--- src/rtl/core/bga_pkg.sv ---
`timescale 1ns / 1ps
// ----------------------------------------------------------------------------
// bga_pkg
// Types and constants shared by the button gesture / alarm blinker block.
// ----------------------------------------------------------------------------
package bga_pkg;

  // Operation codes carried by an input beat
  typedef enum logic [1:0] {
    OP_TICK        = 2'd0,
    OP_CONSUME     = 2'd1,
    OP_ALARM_START = 2'd2,
    OP_ALARM_STOP  = 2'd3
  } op_e_t;

  // Pending gesture codes
  typedef enum logic [1:0] {
    KEY_NONE   = 2'd0,
    KEY_SINGLE = 2'd1,
    KEY_LONG   = 2'd2,
    KEY_MULTI  = 2'd3
  } key_e_t;

  // Configuration register indexes
  localparam int unsigned CFG_IDX_W = 3;
  localparam logic [CFG_IDX_W-1:0] CFG_MIN_PRESS     = 3'd0;
  localparam logic [CFG_IDX_W-1:0] CFG_LONG_PRESS    = 3'd1;
  localparam logic [CFG_IDX_W-1:0] CFG_RELEASE_SETTLE = 3'd2;
  localparam logic [CFG_IDX_W-1:0] CFG_MULTI_PRESS   = 3'd3;
  localparam logic [CFG_IDX_W-1:0] CFG_BLINK_HALF    = 3'd4;

  // Reset values of the configuration registers
  localparam logic [7:0] RST_MIN_PRESS      = 8'd2;
  localparam logic [7:0] RST_LONG_PRESS     = 8'd19;
  localparam logic [7:0] RST_RELEASE_SETTLE = 8'd20;
  localparam logic [7:0] RST_MULTI_PRESS    = 8'd3;
  localparam logic [7:0] RST_BLINK_HALF     = 8'd12;

  typedef struct packed {
    op_e_t operation;
    logic  button_low;
    logic  clear_count;
  } in_t;

  typedef struct packed {
    key_e_t     key_event;
    logic [7:0] press_count;
    logic       led_on;
    logic       buzzer_on;
  } out_t;

  typedef struct packed {
    logic [7:0] min_press_ticks;
    logic [7:0] long_press_ticks;
    logic [7:0] release_settle_ticks;
    logic [7:0] multi_press_count;
    logic [7:0] blink_half_period;
  } cfg_t;

  // Saturating 8-bit increment
  function automatic logic [7:0] sat_inc(input logic [7:0] v);
    sat_inc = (v == 8'hFF) ? v : v + 8'd1;
  endfunction

endpackage

--- src/rtl/core/bga_gesture.sv ---
`timescale 1ns / 1ps
// ----------------------------------------------------------------------------
// bga_gesture
// Button hold/release timing, press counting and gesture classification.
// Outputs show the state as it will be after the current beat.
// ----------------------------------------------------------------------------
module bga_gesture (
  input  logic                clk,
  input  logic                rst_n,
  input  logic                step,
  input  bga_pkg::in_t        item,
  input  bga_pkg::cfg_t       cfg,
  output bga_pkg::key_e_t     key_event_nxt,
  output logic [7:0]          presses_nxt
);

  logic            was_pressed_r, was_pressed_nxt;
  logic [7:0]      held_r, held_nxt;
  logic [7:0]      released_r, released_nxt;
  logic [7:0]      presses_r;
  bga_pkg::key_e_t pending_r;
  logic [7:0]      rel_inc;

  // Next state for the button tracker
  always_comb begin
    was_pressed_nxt = was_pressed_r;
    held_nxt        = held_r;
    released_nxt    = released_r;
    presses_nxt     = presses_r;
    key_event_nxt   = pending_r;
    rel_inc         = bga_pkg::sat_inc(released_r);
    case (item.operation)
      bga_pkg::OP_TICK: begin
        if (!item.button_low) begin
          // pressed: extend or start the hold count
          held_nxt        = was_pressed_r ? bga_pkg::sat_inc(held_r) : 8'd1;
          was_pressed_nxt = 1'b1;
        end else begin
          was_pressed_nxt = 1'b0;
          if (was_pressed_r) begin
            // release edge: qualify the press
            if (held_r > cfg.min_press_ticks) presses_nxt = bga_pkg::sat_inc(presses_r);
            released_nxt = 8'd0;
          end else begin
            released_nxt = rel_inc;
            if (rel_inc > cfg.release_settle_ticks) begin
              // release settled: classify, later checks override
              if (held_r > cfg.long_press_ticks) begin
                key_event_nxt = bga_pkg::KEY_LONG;
                held_nxt      = 8'd0;
              end else begin
                if (presses_r == 8'd1) key_event_nxt = bga_pkg::KEY_SINGLE;
                if (presses_r >= cfg.multi_press_count) key_event_nxt = bga_pkg::KEY_MULTI;
              end
              released_nxt = bga_pkg::sat_inc(cfg.release_settle_ticks);
            end
          end
        end
      end
      bga_pkg::OP_CONSUME: begin
        key_event_nxt = bga_pkg::KEY_NONE;
        if (item.clear_count) presses_nxt = 8'd0;
      end
      default: ;
    endcase
  end

  // State registers, advanced once per beat
  always_ff @(posedge clk) begin
    if (!rst_n) begin
      was_pressed_r <= 1'b0;
      held_r        <= 8'd0;
      released_r    <= 8'd0;
      presses_r     <= 8'd0;
      pending_r     <= bga_pkg::KEY_NONE;
    end else if (step) begin
      was_pressed_r <= was_pressed_nxt;
      held_r        <= held_nxt;
      released_r    <= released_nxt;
      presses_r     <= presses_nxt;
      pending_r     <= key_event_nxt;
    end
  end

endmodule

--- src/rtl/core/bga_blink.sv ---
`timescale 1ns / 1ps
// ----------------------------------------------------------------------------
// bga_blink
// Alarm blinker: countdown that toggles the lamp every half period.
// Output shows the lamp level after the current beat.
// ----------------------------------------------------------------------------
module bga_blink (
  input  logic          clk,
  input  logic          rst_n,
  input  logic          step,
  input  bga_pkg::in_t  item,
  input  bga_pkg::cfg_t cfg,
  output logic          lamp_nxt
);

  logic       active_r, active_nxt;
  logic [7:0] countdown_r, countdown_nxt;
  logic       lamp_r;

  // Next state for the blinker
  always_comb begin
    active_nxt    = active_r;
    countdown_nxt = countdown_r;
    lamp_nxt      = lamp_r;
    case (item.operation)
      bga_pkg::OP_TICK: begin
        if (active_r) begin
          if (countdown_r <= 8'd1) begin
            lamp_nxt      = ~lamp_r;
            countdown_nxt = cfg.blink_half_period;
          end else begin
            countdown_nxt = countdown_r - 8'd1;
          end
        end
      end
      bga_pkg::OP_ALARM_START: begin
        active_nxt    = 1'b1;
        lamp_nxt      = 1'b0;
        countdown_nxt = cfg.blink_half_period;
      end
      bga_pkg::OP_ALARM_STOP: begin
        active_nxt = 1'b0;
        lamp_nxt   = 1'b0;
      end
      default: ;
    endcase
  end

  always_ff @(posedge clk) begin
    if (!rst_n) begin
      active_r    <= 1'b0;
      countdown_r <= 8'd0;
      lamp_r      <= 1'b0;
    end else if (step) begin
      active_r    <= active_nxt;
      countdown_r <= countdown_nxt;
      lamp_r      <= lamp_nxt;
    end
  end

endmodule

--- src/rtl/core/button_gesture_and_alarm_blinker.sv ---
`timescale 1ns / 1ps
// ----------------------------------------------------------------------------
// button_gesture_and_alarm_blinker
// Button gesture detector and alarm LED/buzzer blinker, one beat per command.
//
//   channel | direction | handshake           | payload
//   in_     | input     | in_valid / in_stall | bga_pkg::in_t
//   out_    | output    | out_valid/out_stall | bga_pkg::out_t
//   cfg_    | input     | cfg_valid/cfg_ready | cfg_index, cfg_data
//
// One beat per cycle sustained while out_stall is low; a beat passes through the
// input register, then the result register. The state update for a beat happens
// as it leaves the input register, so consecutive beats see each other's results.
// Synchronous active-low reset clears control state and loads config defaults.
// out_stall holds the result register and, once the input register is also
// full, raises in_stall. cfg_ready is always high.
// ----------------------------------------------------------------------------
module button_gesture_and_alarm_blinker (
  input  logic                              clk,
  input  logic                              rst_n,
  input  logic                              in_valid,
  output logic                              in_stall,
  input  bga_pkg::in_t                      in_data,
  output logic                              out_valid,
  input  logic                              out_stall,
  output bga_pkg::out_t                     out_data,
  input  logic                              cfg_valid,
  output logic                              cfg_ready,
  input  logic [bga_pkg::CFG_IDX_W-1:0]     cfg_index,
  input  logic [7:0]                        cfg_data
);

  logic            stg_valid_r, stg_valid_nxt;
  bga_pkg::in_t    stg_data_r;
  logic            out_valid_r, out_valid_nxt;
  bga_pkg::out_t   out_data_r;
  bga_pkg::cfg_t   cfg_r;
  logic            stg_adv;
  logic            in_take;
  bga_pkg::key_e_t key_event_nxt;
  logic [7:0]      presses_nxt;
  logic            lamp_nxt;

  // Handshake control
  assign stg_adv       = stg_valid_r & (~out_valid_r | ~out_stall);
  assign in_stall      = stg_valid_r & ~stg_adv;
  assign in_take       = in_valid & ~in_stall;
  assign stg_valid_nxt = in_take | (stg_valid_r & ~stg_adv);
  assign out_valid_nxt = stg_adv | (out_valid_r & out_stall);

  assign out_valid = out_valid_r;
  assign out_data  = out_data_r;
  assign cfg_ready = 1'b1;

  // Input register
  always_ff @(posedge clk) begin
    if (!rst_n) begin
      stg_valid_r <= 1'b0;
    end else begin
      stg_valid_r <= stg_valid_nxt;
    end
  end

  always_ff @(posedge clk) begin
    if (in_take) stg_data_r <= in_data;
  end

  // Configuration registers
  always_ff @(posedge clk) begin
    if (!rst_n) begin
      cfg_r.min_press_ticks      <= bga_pkg::RST_MIN_PRESS;
      cfg_r.long_press_ticks     <= bga_pkg::RST_LONG_PRESS;
      cfg_r.release_settle_ticks <= bga_pkg::RST_RELEASE_SETTLE;
      cfg_r.multi_press_count    <= bga_pkg::RST_MULTI_PRESS;
      cfg_r.blink_half_period    <= bga_pkg::RST_BLINK_HALF;
    end else if (cfg_valid && cfg_ready) begin
      case (cfg_index)
        bga_pkg::CFG_MIN_PRESS:      cfg_r.min_press_ticks      <= cfg_data;
        bga_pkg::CFG_LONG_PRESS:     cfg_r.long_press_ticks     <= cfg_data;
        bga_pkg::CFG_RELEASE_SETTLE: cfg_r.release_settle_ticks <= cfg_data;
        bga_pkg::CFG_MULTI_PRESS:    cfg_r.multi_press_count    <= cfg_data;
        bga_pkg::CFG_BLINK_HALF:     cfg_r.blink_half_period    <= cfg_data;
        default: ;
      endcase
    end
  end

  bga_gesture u_gesture (
    .clk           (clk),
    .rst_n         (rst_n),
    .step          (stg_adv),
    .item          (stg_data_r),
    .cfg           (cfg_r),
    .key_event_nxt (key_event_nxt),
    .presses_nxt   (presses_nxt)
  );

  bga_blink u_blink (
    .clk      (clk),
    .rst_n    (rst_n),
    .step     (stg_adv),
    .item     (stg_data_r),
    .cfg      (cfg_r),
    .lamp_nxt (lamp_nxt)
  );

  // Result register
  always_ff @(posedge clk) begin
    if (!rst_n) begin
      out_valid_r <= 1'b0;
    end else begin
      out_valid_r <= out_valid_nxt;
    end
  end

  always_ff @(posedge clk) begin
    if (stg_adv) begin
      out_data_r.key_event   <= key_event_nxt;
      out_data_r.press_count <= presses_nxt;
      out_data_r.led_on      <= lamp_nxt;
      out_data_r.buzzer_on   <= lamp_nxt;
    end
  end

endmodule

--- config.mk ---
export PLATFORM = sky130hd
export DESIGN_NAME = button_gesture_and_alarm_blinker
export DESIGN_NICKNAME = d
export VERILOG_FILES = /design/src/rtl/core/bga_pkg.sv /design/src/rtl/core/bga_gesture.sv /design/src/rtl/core/bga_blink.sv /design/src/rtl/core/button_gesture_and_alarm_blinker.sv
export SDC_FILE = /design/constraint.sdc
export NUM_CORES = 1
export LEC_CHECK = 0
export ABC_CLOCK_PERIOD_IN_PS = 9100
export BUFFER_PORTS_ARGS = -buffer_cell sky130_fd_sc_hd__buf_2
export CAP_MARGIN = 5
export CORE_ASPECT_RATIO = 0.75
export CORE_MARGIN = 3
export CORE_UTILIZATION = 35
export CTS_BUF_LIST = sky130_fd_sc_hd__clkbuf_8
export CTS_CLUSTER_DIAMETER = 200
export DETAILED_ROUTE_END_ITERATION = 12
export PLACE_DENSITY = 0.49
export SYNTH_ARGS = -nofsm -noshare
export SYNTH_HDL_FRONTEND = slang
export SYNTH_SLANG_ARGS = --single-unit
--- constraint.sdc ---
create_clock -name clk -period 9.1 [get_ports clk]
set_input_delay 1.82 -clock clk [delete_from_list [all_inputs] [get_ports clk]]
set_output_delay 1.82 -clock clk [all_outputs]
set_load 0.02 [all_outputs]
Word-level counts from Yosys, hierarchy flattened
Index checks and enable logic that the tools add are counted.
{"block": "totals", "ff_bits": 94, "latchBits": 0, "ram_bits": 0, "rom_bits": 0, "in_bits": 20, "wordCells": 106, "memories": 0}
{"block": "op_classes", "n_addsub": 5, "n_mul": 0, "div_mod_pow": 0, "n_lt_le_gt_ge": 5, "n_eq_ne": 17, "shift": 0, "n_mux": 31, "bitwise": 12, "n_reduce_logical": 15}
{"op": "8-bit 2-to-1 mux", "count": 17}
{"op": "8-bit by 1-bit adder with 8-bit output (second input constant)", "count": 4}
{"op": "8-bit equality test (second input constant)", "count": 4}
{"op": "8-bit case mux with 2 select lines", "count": 2}
{"op": "8-bit > comparator", "count": 3}
{"op": "2-bit AND reduction", "count": 7}
{"op": "2-bit 2-to-1 mux", "count": 6}
{"op": "8-bit by 1-bit equality test with 1-bit output (second input constant)", "count": 1}
{"op": "8-bit >= comparator", "count": 1}
{"op": "8-bit by 1-bit less-or-equal comparator with 1-bit output (second input constant)", "count": 1}
{"op": "8-bit by 1-bit subtractor with 8-bit output (second input constant)", "count": 1}
{"op": "3-bit by 2-bit equality test with 1-bit output (second input constant)", "count": 2}
{"op": "2-bit by 1-bit != test with 1-bit output (second input constant)", "count": 3}
{"op": "3-bit AND reduction", "count": 2}
{"op": "6-bit AND reduction", "count": 1}
{"op": "1-bit NOT", "count": 5}
{"op": "1-bit AND", "count": 4}
{"op": "2-bit equality test (second input constant)", "count": 2}
{"op": "2-bit != test (second input constant)", "count": 2}
{"op": "1-bit case mux with 2 select lines", "count": 2}
{"op": "2-bit case mux with 2 select lines", "count": 1}
{"op": "2-bit nonzero test", "count": 2}
{"op": "3-bit by 1-bit equality test with 1-bit output (second input constant)", "count": 1}
{"op": "3-bit equality test (second input constant)", "count": 1}
{"op": "6 further kinds", "count": 10}

Depth between registers and ports, before layout
Gate-level depths: netlist of the first run.
{"block": "depth", "ltp_word": 8, "mapped_depth": 14, "depth_no_buf": 13}

Hierarchy
From an unflattened synthesis of the first run, not the netlist that was laid out.
{"block": "unflattened", "cells_unflattened": 643, "hier_area_um2": 5670.4}
{"mod": "bga_gesture", "instances": 1, "cells_each": 385, "area_per_inst_um2": 2891.5}
{"mod": "button_gesture_and_alarm_blinker", "instances": 1, "cells_each": 175, "area_per_inst_um2": 2095.8}
{"mod": "bga_blink", "instances": 1, "cells_each": 83, "area_per_inst_um2": 683.2}

Least setup slack after synthesis of the first run
Ideal clock, no wire load.
{"block": "synth_timing", "path_kind": "input to output", "from": "input port out_stall", "to": "output port in_stall", "arrival_ps": 2093, "required_ps": 7280, "path_slack_ps": 5187, "path_stages": 1, "cell_sequence": "and3_1"}
{"block": "synth_between", "elab_chain_len": 5}
{"element": "start, declared", "line": "button_gesture_and_alarm_blinker.sv:25", "rtl": "input logic out_stall,"}
{"element": "1-bit NOT", "line": "button_gesture_and_alarm_blinker.sv:45", "rtl": "assign stg_adv = stg_valid_r & (~out_valid_r | ~out_stall);"}
{"element": "1-bit OR", "line": "button_gesture_and_alarm_blinker.sv:45"}
{"element": "1-bit AND", "line": "button_gesture_and_alarm_blinker.sv:45"}
{"element": "1-bit NOT", "line": "button_gesture_and_alarm_blinker.sv:46", "rtl": "assign in_stall = stg_valid_r & ~stg_adv;"}
{"element": "1-bit AND", "line": "button_gesture_and_alarm_blinker.sv:46"}
{"element": "end, declared", "line": "button_gesture_and_alarm_blinker.sv:22", "rtl": "output logic in_stall,"}
Every way passes these cells.

Worst setup path in the final report of the first run
Ends and elaborated chain as after synthesis.

==> results by group, run 1 <==
Run status
  – Outcome: finished clean

Clocking
  – Root Buffer: clkbuf_8
  – Clock sink count: 94
  – # Post-CTS Setup Buffers: 0
  – CTS tree: done
  – Clk buf depth: 2
  – CTS clk-pin slew, worst paths: 100 ps
  – H-tree Lvls: 3
  – CTS buffer count: 9
  – Worst-Skew Late Latency: 380 ps
  – Hold buffers post-CTS: 0
  – CTS-repair resized insts: 0

Logic synthesis
  – Yosys Warn Count: 0
  – Synth area leader: dfxtp_1
  – Adder-cell share of the synthesized area: 9.202%
  – Mean cell area of the mapped netlist: 8.034 µm²
  – Largest family of logic cells by synthesized area: simple AND/OR/NAND/NOR gates
  – Mapped Nets: 719
  – Top_reg_cell synth: dfxtp_1
  – Top cells by area, synth: dfxtp_1, ha_1, edfxtp_1
  – Simple-gate share of the synthesized area: 25.11%
  – Netlist cell types: 60
  – Post-synthesis compound-gate area fraction: 19.75%
  – Post-synth top area share: 29.83%
  – Post-Syn Area: 5303 µm²
  – Mux cell area share after synthesis: 1.557%
  – Register area share after synthesis: 38.32%
  – Xor/xnor cell area share of the yosys netlist: 0.9910%
  – Synthesized flop and latch total: 94
  – Synth Instances: 660
  – EDFF count, synth: 15
  – FFs w/ async S/R, synth: 0%

Timing
  – Final Skew: 15.79 ps
  – FMAX: 244.0 MHz
  – WHS: 459.1 ps
  – Final setup fails: 0
  – Final Slew Violations: 0
  – Post-route clock period utilization: 45.03%
  – Worst slew margin: 52.90%
  – Worst slew pin tran: 706.5 ps
  – RSZ-0062 raised after global routing: no
  – Min cycle time layout: 4098 ps
  – Setup TNS: 0 ps
  – Hold Violations, Final: 0

Cells and area
  – Area grow syn2layout: 9.580%
  – Number of diodes: 0
  – Utilization after layout: 39.68%
  – Layout net count: 742
  – Layout cells sized above 1: 10.32%
  – Non-Filler Instances: 888

Routing
  – Routed length on met3: 721 µm
  – Met1 wire length: 7734 µm
  – Via Count: 4,758
  – Routed met2 length: 5863 µm
  – Pre-antenna DRT Iters: 5
  – Antenna-violating nets left: 0
  – Routed vias/inst: 5.358
  – DR top layer: met4
  – Routed Wire Length: 14,440 µm
  – DR iter-0 viols: 308
  – Wire length per cell: 16.26 µm
  – Residual DRC: 0

Place
  – GPL Wtd Cong: 0.8640
  – Hpwl dp: 10,790 µm
  – DP Cell Count: 871
  – Port bufs: 33

Worst setup path
  – Crit path max fanout: 3
  – Critical path's top delay family: buffers and inverters
  – CP Capture Type: output port
  – Worst setup SP type: input port
  – Crit path largest cell delay: 180 ps
  – Crit path required time: 7280 ps
  – Setup CP Type: in2out
  – Max stage delay cell, worst path: and3_1
  – Crit path top cell by count: buf_2
  – WP buf/inv: 2
  – WP data arrival: 2280 ps
  – CP Cell Sequence: buf_2 > and3_1 > buf_2

Floorplan
  – IO Pins: 35
  – Rows: 38
  – Core area: 14,640 µm²
  – Initial Utilization: 36.21%
  – Die height: 112.6 µm
  – Width of the die: 148.1 µm
  – Area of the die: 16,680 µm²

Flow run
  – Maxcap violations: 0

Global routing
  – Initial antenna violation count: 0
  – Largest net degree at the start of global routing: 53
  – Overall Global Routing Usage: 17.62%
  – Vias in the first global route: 4,515
  – First-pass GRT wire length: 23,720 µm
  – Overflow after GRT: 0

Power
  – Power per cell area: 135.7 nW/µm²
  – Leakage power: 2.191 nW
  – VDD IR max: 0.05867 mV

Hold path
  – Hold crit path type: reg2reg
routing by layer:
metal / vias to the layer above / GRT usage, %
met5: - / 0
met4: 0 / 3.569
met2: 119 / 25.05
met1: 2228 / 27.48
li1: 2398 / -
met3: 13 / 3.471
final timing paths:
path | cells after the start | end | startpoint | slack [ps]
worst max-delay path | 3 | in_stall | out_stall | 5000
worst min-delay path | 2 | cfg_r[5] | cfg_r[5] | 460
worst max register to register | 12 | u_gesture.held_r[2] | u_gesture.released_r[3] | 5420
worst min register to register | 2 | cfg_r[5] | cfg_r[5] | 460
cells in the final DEF (no fill, tap or decap), types with 4 or more instances in the layout:
master	netlist	layout
nand2_1	115	115
dfxtp_1	79	79
a21oi_1	66	66
o21ai_0	50	50
inv_1	40	40
ha_1	39	39
nor2_1	33	33
buf_2	5	33
nand3_1	27	27
nand4_1	16	16
nor3_1	15	15
edfxtp_1	15	15
o211ai_1	12	12
and3_1	10	10
nor2b_1	9	9
a31oi_1	9	9
clkbuf_8	0	9
or3_1	7	7
and2_1	6	6
nand2b_1	6	6
mux2i_1	6	6
o21a_1	6	6
o31ai_1	6	6
a211oi_1	5	5
and4_1	5	5
or2_2	5	5
a21o_1	4	4
state kept, by name, indices dropped and copies added, names as in the netlist:
name,flops
u_gesture.presses_r,8
u_gesture.was_pressed_r,1
u_gesture.held_r,8
stg_valid_r,1
u_blink.countdown_r,8
u_gesture.released_r,8
cfg_r,40
stg_data_r,4
u_blink.lamp_r,1
out_valid,1
u_blink.active_r,1
u_gesture.pending_r,2
out_data,11
area by class of cell:
type,count,area (µm²)
fillers,1526,8833
multi-input cells,500,3005
flip-flops and latches,94,2032
well taps,200,250.2
repair buffers,36,185.2
inverters,42,157.7
clock buffers,9,123.9
clock inverters,7,56.30
cells by family (layout without fill, tap and decap cells):
family | Yosys count | after routing
other | 1 | 1
AND/OR/NAND/NOR | 270 | 270
buffers and inverters | 66 | 94
XOR/XNOR | 6 | 6
AO/OA/AOI/OAI | 176 | 176
multiplexers | 8 | 8
flip-flops | 94 | 94
adder cells (fa/ha/maj) | 39 | 39
metrics by stage:
stage	total power, mW	setup slack, ps	area, µm²
after floorplan	0.4972	5187	5303
after global placement	0.5207	4947	5625
after detailed placement	0.5222	4754	5625
after CTS	0.7976	5006	5806
after global routing	0.8191	4949	5811
final	0.7882	5002	5811
where the power goes:
group          total [mW]  internal (mW)  leakage (nW)  switching, mW
logic              0.0739         0.0239          1.31         0.0500
registers           0.440          0.431         0.783        0.00843
clock network       0.275          0.104        0.0925          0.171
synth_stat cells, types with 3 or more instances:
library cell / count
a21oi_1: 66
and2_1: 6
nor2b_1: 9
o211ai_1: 12
a211oi_1: 5
ha_1: 39
inv_1: 40
nand4_1: 16
buf_4: 3
a21o_1: 4
dfxtp_1: 79
and3_1: 10
clkbuf_1: 15
nand2_1: 115
a31oi_1: 9
nand3_1: 27
edfxtp_1: 15
nor2_1: 33
o21a_1: 6
nand2b_1: 6
or3_1: 7
and4_1: 5
buf_2: 5
o31ai_1: 6
nor3_1: 15
mux2i_1: 6
or2_2: 5
o21ai_0: 50
xnor2_1: 3
xor2_1: 3
worst register-to-register path, cell delays in order (launching register included):
cell	delay [ps]
dfxtp_1	450
and4_1	280
nand2_1	120
nor2_1	220
mux2_2	390
ha_1	300
nor2b_1	140
o211ai_1	150
a21oi_1	110
o21a_1	420
a211oi_1	700
o21ai_0	220
o31ai_1	100
No activity file was read; power rests on OpenSTA's default activity.
==> inputs of run 2 (changes only) <==
--- a/config.mk
+++ b/config.mk
@@ -5,7 +5,7 @@
 export SDC_FILE = /design/constraint.sdc
 export NUM_CORES = 1
 export LEC_CHECK = 0
-export ABC_CLOCK_PERIOD_IN_PS = 9100
+export ABC_CLOCK_PERIOD_IN_PS = 3600
 export BUFFER_PORTS_ARGS = -buffer_cell sky130_fd_sc_hd__buf_2
 export CAP_MARGIN = 5
 export CORE_ASPECT_RATIO = 0.75
@@ -14,7 +14,7 @@
 export CTS_BUF_LIST = sky130_fd_sc_hd__clkbuf_8
 export CTS_CLUSTER_DIAMETER = 200
 export DETAILED_ROUTE_END_ITERATION = 12
-export PLACE_DENSITY = 0.49
+export PLACE_DENSITY = 0.51
 export SYNTH_ARGS = -nofsm -noshare
 export SYNTH_HDL_FRONTEND = slang
 export SYNTH_SLANG_ARGS = --single-unit
==> constraint.sdc (replaced) <==
create_clock -name clk -period 3.6 [get_ports clk]
set_input_delay 0.72 -clock clk [delete_from_list [all_inputs] [get_ports clk]]
set_output_delay 0.72 -clock clk [all_outputs]
set_load 0.02 [all_outputs]
==> run 2 against run 1 <==
Effect of this change: critical endpoint is now u_gesture.held_r[5]; wire length rose by 0.31%; register-to-register slack got worse by 5200 ps; cell count rose by 0.34%.
==> results by group, run 2 (synthesis results as in run 1) <==
Worst setup path
  – Setup crit end: u_gesture.held_r[5] (was in_stall)
  – Reg2reg path depth: 12 (unchanged)
  – CP Cell Sequence: and4_1 > nand2_1 > nor2_1 > mux2_2 > ha_1 > nor2b_1 > o211ai_1 > a21oi_1 > o21a_1 > a211oi_1 > o21ai_0 > o31ai_1 (was buf_2 > and3_1 > buf_2)
  – WP depth: 12 (was 3)
  – WP data arrival: 3630 ps (was 2280 ps)
  – Crit path max fanout: 7 (was 3)
  – Worst setup SP type: flop (was input port)
  – Setup CP Type: reg2reg (was in2out)
  – WP buf/inv: 0 (was 2)
  – Crit path required time: 3870 ps (was 7280 ps)
  – Flop2flop setup slack: 240 ps (was 5420 ps)
  – Crit path largest cell delay: 580 ps (was 180 ps)
  – Max stage delay cell, worst path: a211oi_1 (was and3_1)
  – R2r startpoint: u_gesture.released_r[3] (unchanged)
  – CP Capture Type: flop (was output port)
  – Critical path's top delay family: compound AO/OA/AOI/OAI gates (was buffers and inverters)
  – Critical Path Start: u_gesture.released_r[3] (was out_stall)
  – Worst r2r dst: u_gesture.held_r[5] (was u_gesture.held_r[2])

Cells and area
  – Finished Cell Area: 5827 µm² (was 5811 µm²)
  – Non-Filler Instances: 891 (was 888)
  – Layout cells sized above 1: 10.13% (was 10.32%)
  – Layout net count: 745 (was 742)
  – Most common cell after layout, fill and taps aside: nand2_1 (unchanged)
  – Number of diodes: 0 (unchanged)
  – Most flop-heavy register: cfg_r (unchanged)
  – Area grow syn2layout: 9.887% (was 9.580%)
  – Utilization after layout: 39.79% (was 39.68%)
  – Most frequent cells in the layout: nand2_1, dfxtp_1, a21oi_1 (unchanged)
  – Max FFs per register: 40 (unchanged)

Place
  – Hpwl dp: 10,610 µm (was 10,790 µm)
  – GPL Wtd Cong: 0.8365 (was 0.8640)
  – Post-DP Area: 5655 µm² (was 5625 µm²)
  – Dpl ws: 287.6 ps (was 4754 ps)
  – DP Cell Count: 875 (was 871)
  – Port bufs: 33 (unchanged)

Global routing
  – Overflow after GRT: 0 (unchanged)
  – Overall Global Routing Usage: 17.65% (was 17.62%)
  – Vias in the first global route: 4,573 (was 4,515)
  – Initial antenna violation count: 0 (unchanged)
  – First-pass GRT wire length: 23,450 µm (was 23,720 µm)
  – Largest net degree at the start of global routing: 42 (was 53)

Clocking
  – Clk buf depth: 2 (unchanged)
  – # Post-CTS Setup Buffers: 0 (unchanged)
  – CTS clk-pin slew, worst paths: 80 ps (was 100 ps)
  – Hold buffers post-CTS: 0 (unchanged)
  – CTS tree: done (unchanged)
  – H-tree Lvls: 3 (unchanged)
  – CTS-repair resized insts: 0 (unchanged)
  – Worst-Skew Late Latency: 370 ps (was 380 ps)
  – Clock sink count: 94 (unchanged)
  – CTS buffer count: 9 (unchanged)
  – Root Buffer: clkbuf_8 (unchanged)

Timing
  – WHS: 459.0 ps (was 459.1 ps)
  – Final Skew: 9.996 ps (was 15.79 ps)
  – Post-route clock period utilization: 93.20%
  – Worst slew pin tran: 715.3 ps (was 706.5 ps)
  – Min cycle time layout: 3355 ps
  – Setup TNS: 0 ps (unchanged)
  – FMAX: 298.1 MHz
  – Final Slew Violations: 0 (unchanged)
  – Final setup fails: 0 (unchanged)
  – RSZ-0062 raised after global routing: no (unchanged)
  – Worst slew margin: 51.90% (was 52.90%)
  – Worst Setup Slack, final: 244.9 ps (was 5002 ps)
  – Hold Violations, Final: 0 (unchanged)

Floorplan
  – Die height: 112.6 µm (unchanged)
  – Rows: 38 (unchanged)
  – Initial Utilization: 36.21% (unchanged)
  – Width of the die: 148.1 µm (unchanged)
  – Area of the die: 16,680 µm² (unchanged)
  – Core area: 14,640 µm² (unchanged)
  – IO Pins: 35 (unchanged)

Hold path
  – Hold crit path type: reg2reg (unchanged)
  – Hold Crit Start: cfg_r[27] (was cfg_r[5])

Routing
  – Routed met2 length: 6155 µm (was 5863 µm)
  – Residual DRC: 0 (unchanged)
  – Antenna-violating nets left: 0 (unchanged)
  – Pre-antenna DRT Iters: 5 (unchanged)
  – Routed Wire Length: 14,490 µm (was 14,440 µm)
  – DR iter-0 viols: 256 (was 308)
  – Wire length per cell: 16.26 µm (about the same)
  – DR top layer: met4 (unchanged)
  – Routed vias/inst: 5.376 (was 5.358)
  – Via Count: 4,790 (was 4,758)
  – Routed length on met3: 977 µm (was 721 µm)
  – Met1 wire length: 7108 µm (was 7734 µm)

Power
  – Leakage power: 2.218 nW (was 2.191 nW)
  – PnR Total Power: 1.944 mW (was 0.7882 mW)
  – Power per cell area: 333.6 nW/µm² (was 135.7 nW/µm²)
  – VDD IR max: 0.1538 mV (was 0.05867 mV)

Run status
  – Outcome: finished clean (unchanged)

Flow run
  – Maxcap violations: 0 (unchanged)
==> run 2: cell count changes in the layout (fill, tap and decap cells not counted), sizes merged <==
cell,delta
buf,+4
clkbuf,+1
clkinv,-1
clkinvlp,-1
==> run 2: cell type report <==
| class | instances | area (µm²) |
|---|---|---|
| flip-flops and latches | 94 | 2032 |
| inverters | 42 | 157.7 |
| clock buffers | 11 | 151.4 |
| well taps | 200 | 250.2 |
| multi-input cells | 500 | 3005 |
| clock inverters | 5 | 20.02 |
| fillers | 1538 | 8817 |
| repair buffers | 39 | 210.2 |
==> run 2: per-layer routing <==
| layer | vias to the layer above | global-route usage, % |
|---|---|---|
| met5 | - | 0 |
| met1 | 2244 | 25.71 |
| met3 | 19 | 4.157 |
| met4 | 0 | 5.600 |
| met2 | 127 | 25.78 |
| li1 | 2400 | - |
==> run 2: worst reg2reg max path, stage by stage, from the launching register on <==
cell	delay, ps
dfxtp_1	450
and4_1	290
nand2_1	120
nor2_1	240
mux2_2	390
ha_1	290
nor2b_1	130
o211ai_1	150
a21oi_1	110
o21a_1	190
a211oi_1	580
o21ai_0	210
o31ai_1	100
==> run 2: power by group <==
| part | leakage (nW) | internal (mW) | switching (mW) |
|---|---|---|---|
| logic | 1.33 | 0.0616 | 0.130 |
| registers | 0.783 | 1.09 | 0.0212 |
| clock network | 0.104 | 0.279 | 0.363 |
| total | 2.22 | 1.43 | 0.514 |
==> run 2: how the worst min path moves through the flow <==
stage / depth (start not counted) / end / slack (ps)
3_5_place_dp: 2 / cfg_r[27] / 450
2_1_floorplan: 2 / cfg_r[5] / 430
5_1_grt: 2 / cfg_r[39] / 480
6_report: 2 / cfg_r[27] / 460
4_1_cts: 2 / cfg_r[27] / 460
3_3_place_gp: 2 / cfg_r[34] / 450
